## src/sv/ebc_pkg.sv

```systemverilog
// ----------------------------------------------------------------------------
// ebc_pkg
// Shared types and constants of the escaped frame byte codec.
// ----------------------------------------------------------------------------
package ebc_pkg;

  localparam int BYTE_W = 8;
  localparam int POS_W  = 4;

  // Operation codes of an input beat.
  localparam logic OP_RX = 1'b0;
  localparam logic OP_TX = 1'b1;

  // Line markers.
  localparam logic [BYTE_W-1:0] MARK_START = 8'hF0;
  localparam logic [BYTE_W-1:0] MARK_END   = 8'hFF;
  localparam logic [BYTE_W-1:0] MARK_ESC   = 8'hF5;

  typedef struct packed {
    logic              write_valid;
    logic [POS_W-1:0]  write_position;
    logic [BYTE_W-1:0] write_value;
    logic              frame_complete;
  } rx_res_t;

  typedef struct packed {
    logic              valid;
    logic [BYTE_W-1:0] line_byte;
    logic              frame_sent;
    logic              last_result;
  } tx_res_t;

endpackage

```

## src/sv/escaped_frame_byte_codec.sv

```systemverilog
// ----------------------------------------------------------------------------
// escaped_frame_byte_codec
// Byte-stuffed frame codec: decodes received line bytes and stuffs frame
// bytes for transmission, with an input register and a result register.
// ----------------------------------------------------------------------------
// A beat accepted into the input register passes to the result register when
// the output is free; one beat per cycle is taken unless the output stalls. A
// stuffed transmit byte holds the input register until both line bytes leave.
// Reset: synchronous, active low; clears the pipeline valids, the escape flag,
// the message position and the frame-complete flag.
module escaped_frame_byte_codec #(
  parameter int RX_LAST_POSITION = 13
) (
  input  logic                       clk,
  input  logic                       rst_n,
  input  logic                       in_valid,
  output logic                       in_stall,
  input  logic                       in_operation,
  input  logic [ebc_pkg::BYTE_W-1:0] in_data_byte,
  input  logic                       in_first_of_frame,
  input  logic                       in_last_of_frame,
  output logic                       out_valid,
  input  logic                       out_stall,
  output logic                       out_rx_write_valid,
  output logic [ebc_pkg::POS_W-1:0]  out_rx_write_position,
  output logic [ebc_pkg::BYTE_W-1:0] out_rx_write_value,
  output logic                       out_rx_frame_complete,
  output logic                       out_tx_valid,
  output logic [ebc_pkg::BYTE_W-1:0] out_tx_line_byte,
  output logic                       out_tx_frame_sent,
  output logic                       out_last_result
);

  logic                       iv_r;
  logic                       op_r;
  logic [ebc_pkg::BYTE_W-1:0] byte_r;
  logic                       first_r;
  logic                       last_r;
  logic                       ph_r;

  logic                       ov_r;
  ebc_pkg::rx_res_t           orx_r;
  ebc_pkg::tx_res_t           otx_r;

  ebc_pkg::rx_res_t           rx_res;
  ebc_pkg::tx_res_t           tx_res;
  logic                       two_beat;
  logic                       is_tx;
  logic                       slot_free;
  logic                       emit;
  logic                       release_item;

  assign is_tx        = (op_r == ebc_pkg::OP_TX);
  assign slot_free    = !ov_r || !out_stall;
  assign emit         = iv_r && slot_free;
  // A stuffed byte stays in the input register until its second beat leaves.
  assign release_item = emit && (!(is_tx && two_beat) || ph_r);
  assign in_stall     = iv_r && !release_item;

  ebc_rx_decode #(
    .RX_LAST_POSITION(RX_LAST_POSITION)
  ) u_rx (
    .clk      (clk),
    .rst_n    (rst_n),
    .is_rx    (!is_tx),
    .commit   (emit && !is_tx),
    .data_byte(byte_r),
    .res      (rx_res)
  );

  ebc_tx_encode u_tx (
    .phase         (ph_r),
    .data_byte     (byte_r),
    .first_of_frame(first_r),
    .last_of_frame (last_r),
    .two_beat      (two_beat),
    .res           (tx_res)
  );

  always_ff @(posedge clk) begin
    if (!rst_n) begin
      iv_r <= 1'b0;
      ph_r <= 1'b0;
      ov_r <= 1'b0;
    end else begin
      if (!in_stall) begin
        iv_r <= in_valid;
      end
      if (release_item) begin
        ph_r <= 1'b0;
      end else if (emit) begin
        ph_r <= 1'b1;
      end
      if (slot_free) begin
        ov_r <= emit;
      end
    end
  end

  always_ff @(posedge clk) begin
    if (in_valid && !in_stall) begin
      op_r    <= in_operation;
      byte_r  <= in_data_byte;
      first_r <= in_first_of_frame;
      last_r  <= in_last_of_frame;
    end
    if (emit) begin
      if (is_tx) begin
        orx_r.write_valid    <= 1'b0;
        orx_r.write_position <= '0;
        orx_r.write_value    <= '0;
        orx_r.frame_complete <= rx_res.frame_complete;
        otx_r                <= tx_res;
      end else begin
        orx_r                <= rx_res;
        otx_r.valid          <= 1'b0;
        otx_r.line_byte      <= '0;
        otx_r.frame_sent     <= 1'b0;
        otx_r.last_result    <= 1'b1;
      end
    end
  end

  assign out_valid             = ov_r;
  assign out_rx_write_valid    = orx_r.write_valid;
  assign out_rx_write_position = orx_r.write_position;
  assign out_rx_write_value    = orx_r.write_value;
  assign out_rx_frame_complete = orx_r.frame_complete;
  assign out_tx_valid          = otx_r.valid;
  assign out_tx_line_byte      = otx_r.line_byte;
  assign out_tx_frame_sent     = otx_r.frame_sent;
  assign out_last_result       = otx_r.last_result;

endmodule

```

## src/sv/ebc_rx_decode.sv

```systemverilog
// ----------------------------------------------------------------------------
// ebc_rx_decode
// Receive side: marker and escape decoding, message position and frame state.
// ----------------------------------------------------------------------------
module ebc_rx_decode #(
  parameter int RX_LAST_POSITION = 13
) (
  input  logic                     clk,
  input  logic                     rst_n,
  input  logic                     is_rx,
  input  logic                     commit,
  input  logic [ebc_pkg::BYTE_W-1:0] data_byte,
  output ebc_pkg::rx_res_t         res
);

  localparam int PW = $clog2(RX_LAST_POSITION + 1);
  localparam logic [PW-1:0] LAST_POS = PW'(RX_LAST_POSITION);

  logic [PW-1:0] pos_r, pos_nxt;
  logic          esc_r, esc_nxt;
  logic          frm_r, frm_nxt;
  logic [PW+ebc_pkg::POS_W-1:0] pos_ext;

  // The reported position is the low nibble of the internal counter.
  assign pos_ext = {{ebc_pkg::POS_W{1'b0}}, pos_r};

  always_comb begin
    pos_nxt            = pos_r;
    esc_nxt            = esc_r;
    frm_nxt            = frm_r;
    res.write_valid    = 1'b0;
    res.write_position = '0;
    res.write_value    = '0;
    if (is_rx) begin
      case (data_byte)
        ebc_pkg::MARK_START: begin
          pos_nxt = '0;
          frm_nxt = 1'b0;
          esc_nxt = 1'b0;
        end
        ebc_pkg::MARK_END: begin
          pos_nxt = '0;
          frm_nxt = 1'b1;
          esc_nxt = 1'b0;
        end
        ebc_pkg::MARK_ESC: begin
          esc_nxt = 1'b1;
        end
        default: begin
          res.write_valid    = 1'b1;
          res.write_position = pos_ext[ebc_pkg::POS_W-1:0];
          res.write_value    = esc_r ? (data_byte | ebc_pkg::MARK_START) : data_byte;
          esc_nxt            = 1'b0;
          pos_nxt            = (pos_r < LAST_POS) ? pos_r + 1'b1 : LAST_POS;
        end
      endcase
    end
    res.frame_complete = frm_nxt;
  end

  always_ff @(posedge clk) begin
    if (!rst_n) begin
      pos_r <= '0;
      esc_r <= 1'b0;
      frm_r <= 1'b0;
    end else if (commit) begin
      pos_r <= pos_nxt;
      esc_r <= esc_nxt;
      frm_r <= frm_nxt;
    end
  end

endmodule

```

## src/sv/ebc_tx_encode.sv

```systemverilog
// ----------------------------------------------------------------------------
// ebc_tx_encode
// Transmit side: byte stuffing of inner frame bytes that look like markers.
// ----------------------------------------------------------------------------
module ebc_tx_encode (
  input  logic                       phase,
  input  logic [ebc_pkg::BYTE_W-1:0] data_byte,
  input  logic                       first_of_frame,
  input  logic                       last_of_frame,
  output logic                       two_beat,
  output ebc_pkg::tx_res_t           res
);

  logic is_mark;

  assign is_mark = (data_byte == ebc_pkg::MARK_START) ||
                   (data_byte == ebc_pkg::MARK_END) ||
                   (data_byte == ebc_pkg::MARK_ESC);

  // Opening and closing bytes of a frame are never stuffed.
  assign two_beat = is_mark && !first_of_frame && !last_of_frame;

  always_comb begin
    res.valid = 1'b1;
    if (two_beat) begin
      res.frame_sent  = 1'b0;
      res.last_result = phase;
      res.line_byte   = phase ? {4'h0, data_byte[3:0]} : ebc_pkg::MARK_ESC;
    end else begin
      res.frame_sent  = last_of_frame;
      res.last_result = 1'b1;
      res.line_byte   = data_byte;
    end
  end

endmodule

```

## config.mk

```make
export PLATFORM = sky130hd
export DESIGN_NAME = escaped_frame_byte_codec
export DESIGN_NICKNAME = d
export VERILOG_FILES = /design/src/sv/ebc_pkg.sv /design/src/sv/escaped_frame_byte_codec.sv /design/src/sv/ebc_rx_decode.sv /design/src/sv/ebc_tx_encode.sv
export SDC_FILE = /design/constraint.sdc
export NUM_CORES = 1
export LEC_CHECK = 0
export ABC_AREA = 1
export BUFFER_PORTS_ARGS = -buffer_cell sky130_fd_sc_hd__buf_2
export CAP_MARGIN = 20
export CORE_UTILIZATION = 35
export DETAILED_ROUTE_END_ITERATION = 8
export PLACE_DENSITY = 0.63
export SETUP_SLACK_MARGIN = 0.5
export SYNTH_ARGS = -nofsm -noshare
export SYNTH_HDL_FRONTEND = slang
export SYNTH_SLANG_ARGS = --single-unit
```

## constraint.sdc

```tcl
create_clock -name clk -period 3.3 [get_ports clk]
set_input_delay 0.66 -clock clk [delete_from_list [all_inputs] [get_ports clk]]
set_output_delay 0.66 -clock clk [all_outputs]
set_load 0.01 [all_outputs]
```

==> impl_metrics.tcl <==
set metrics [dict create \
    drive_above_1_share_pct 30.3 \
    ys_ff_latch 45 \
    start_kind "register" \
    final_nets 214 \
    ys_seq_area_share_pct 70.5 \
    drtIter0Drc 96 \
    cp.required_ns 2.64 \
    mostFrequentLayoutCell "buf_2" \
    fin_skew_ns 0.00503 \
    outcome "finished, final reports clean" \
    ctsHtreeMaxLevel 2 \
    start_util_pct 37.1 \
    reg2regPathDepth 9 \
    setup-violations-final 0 \
    gp_congestion 0.834 \
    clock_latency_ns 0.29 \
    hold_depth 2 \
    area_delta_synth_final_pct 21.5 \
    drv_cap 0 \
    dp_hpwl_um 2240 \
    cts_setup_buffers 0 \
    nFillCells 477 \
    drt-wirelength-per-cell_um 11.1 \
    cts_buffers 5 \
    synth_cell_types 23 \
    num_antenna_cells 0 \
    drt-total-wl_um 2940 \
    critPathKind "reg -> out" \
    postCtsHoldBufs 0 \
    coreArea_um2 4820 \
    grt.overflow.total 0 \
    netlist_area_um2 1790 \
    max_freq_mhz 424 \
    syn_nets 167 \
    rsz0062_at_grt "false" \
    grt_max_degree 28 \
    arrival_ns 1.70 \
    first_global_vias 1026 \
    cp-end-kind "primary output" \
    hold_viol 0 \
    dp_cells 257 \
    boundaryPins 42 \
    drc 0 \
    fin_crit_sh_pct 71.5 \
    grt_pass1_wl_um 4660 \
    crit_fanout 10 \
    vias_per_cell 4.40 \
    grt_use_total_pct 12.1 \
    fp.dieW_um 73.5 \
    grt_antenna_before_repair 0 \
    cts_resized 0 \
    final_max_slew_viol_count 0 \
    syn_inst 150 \
    dr.pass1.iters 4 \
    r2r_end "byte_r[5]" \
    r2r-start "byte_r[5]" \
    die_y_um 73.5 \
    portBuffers 41 \
    antenna_left 0 \
    min_to "iv_r" \
    setup_tns_ns 0 \
    min_from "iv_r" \
    cts_buffer_depth 2 \
    cts_root_buffer "clkbuf_8" \
    clock-sinks 45 \
    cts.clk_slew.worst_paths_ns 0.08 \
    final_cell_mix "buf_2 (41), edfxtp_1 (36), inv_1 (22)" \
    finalCriticalPeriod_ns 2.36 \
    max_slew.worst_pin.slew_ns 0.838 \
    r2r_slack_ns 1.16 \
    dieArea_um2 5400 \
    num_rows 25 \
    num_vias 1165 \
    max-slew-margin-rel_pct 43.9 \
    p_leak_nw 0.923 \
    cts_tree "done" \
    final_cells 265 \
    min_path_type "reg -> reg" \
    ir_drop_mv 0.302 \
    p_per_area_nw_per_um2 529 \
    yosys_warnings 0 \
    syn_area_per_cell_um2 11.9 \
]
registers in the layout, indices dropped and copies added (netlist names), 4 cells and up:
signal / count
byte_r: 8
out_rx_write_value: 8
out_tx_line_byte: 8
out_rx_write_position: 4
u_rx.pos_r: 4
power by group:
group / total, W / switching (W) / internal (W) / leakage, nW
combinational: 0.0000938 / 0.0000603 / 0.0000335 / 0.453
sequential: 0.000664 / 0.0000137 / 0.000651 / 0.417
clock: 0.000392 / 0.000169 / 0.000223 / 0.0528
total: 0.00115 / 0.000243 / 0.000907 / 0.923
layout make-up:
cell class	instances	area [µm²]	share of cell area (%)
inverter	25	93.8	4.32
clock buffer	6	72.6	3.34
tap	67	83.8	3.86
timing repair buffer	42	213	9.79
sequential	45	1260	58.0
multi-input combinational	78	415	19.1
clock inverter	2	33.8	1.55
Yosys cell counts, drive strengths merged:
cell    number  area share [%]
buf          2             1.0
ha           2             1.4
or2          2            0.70
o21bai       1            0.42
o21ai       14             3.9
nand2       19             4.3
nand3        8             3.6
nor2        20             4.8
dfxtp        9              10
a21oi        8             2.7
nand4        1            0.35
inv         25             5.2
edfxtp      36              60
a22oi        2            0.84
nor3         1            0.28
worst max path at each step:
stage | start | endpoint | cells past startpoint
finish | is_tx | in_stall | 7
global route | is_tx | in_stall | 7
CTS | is_tx | in_stall | 7
detailed placement | out_stall | byte_r[3] | 8
global placement | out_stall | byte_r[1] | 8
floorplan | out_stall | byte_r[0] | 7
stage by stage:
step	total power [W]	util, %	setup slack (ns)	hold slack (ns)	cell area (µm²)
final	0.00115	45.1	0.941	0.497	2170
after global routing	0.00120	45.1	0.788	0.521	2170
after CTS	0.00116	45.1	0.931	0.496	2170
after detailed placement	0.000773	42.9	1.07	0.478	2070
after global placement	0.000770	42.9	1.16	0.478	2070
after floorplan	0.000733	-	0.797	0.428	1790
critical path: stages, from the launching register on:
cell and delay [ns]:
edfxtp_1 0.58, inv_1 0.14, nor2_1 0.19, nand3_4 0.14
nand2_1 0.09, nand2_1 0.06, inv_1 0.06, buf_2 0.13
kinds of logic (layout without fill, tap and decap cells):
family | count (synthesis) | count (layout) | synth area share (%)
and+or+nand+nor | 51 | 51 | 14.0
DFF | 45 | 45 | 70.5
buffers and inverters | 27 | 75 | 6.29
AOI/OAI and AO/OA | 25 | 25 | 7.83
adders and majority gates | 2 | 2 | 1.40
per-layer routing:
layer | up-vias | wire, µm | GRT usage (%) | part of all wire, %
met2 | 33 | 1330 | 17.6 | 45
met1 | 531 | 1390 | 15.4 | 47
met5 | - | 0 | 0 | 0
met4 | 0 | 66 | 6.41 | 2.2
li1 | 597 | - | - | -
met3 | 4 | 160 | 4.66 | 5.4
No activity file was read; power rests on OpenSTA's default activity.
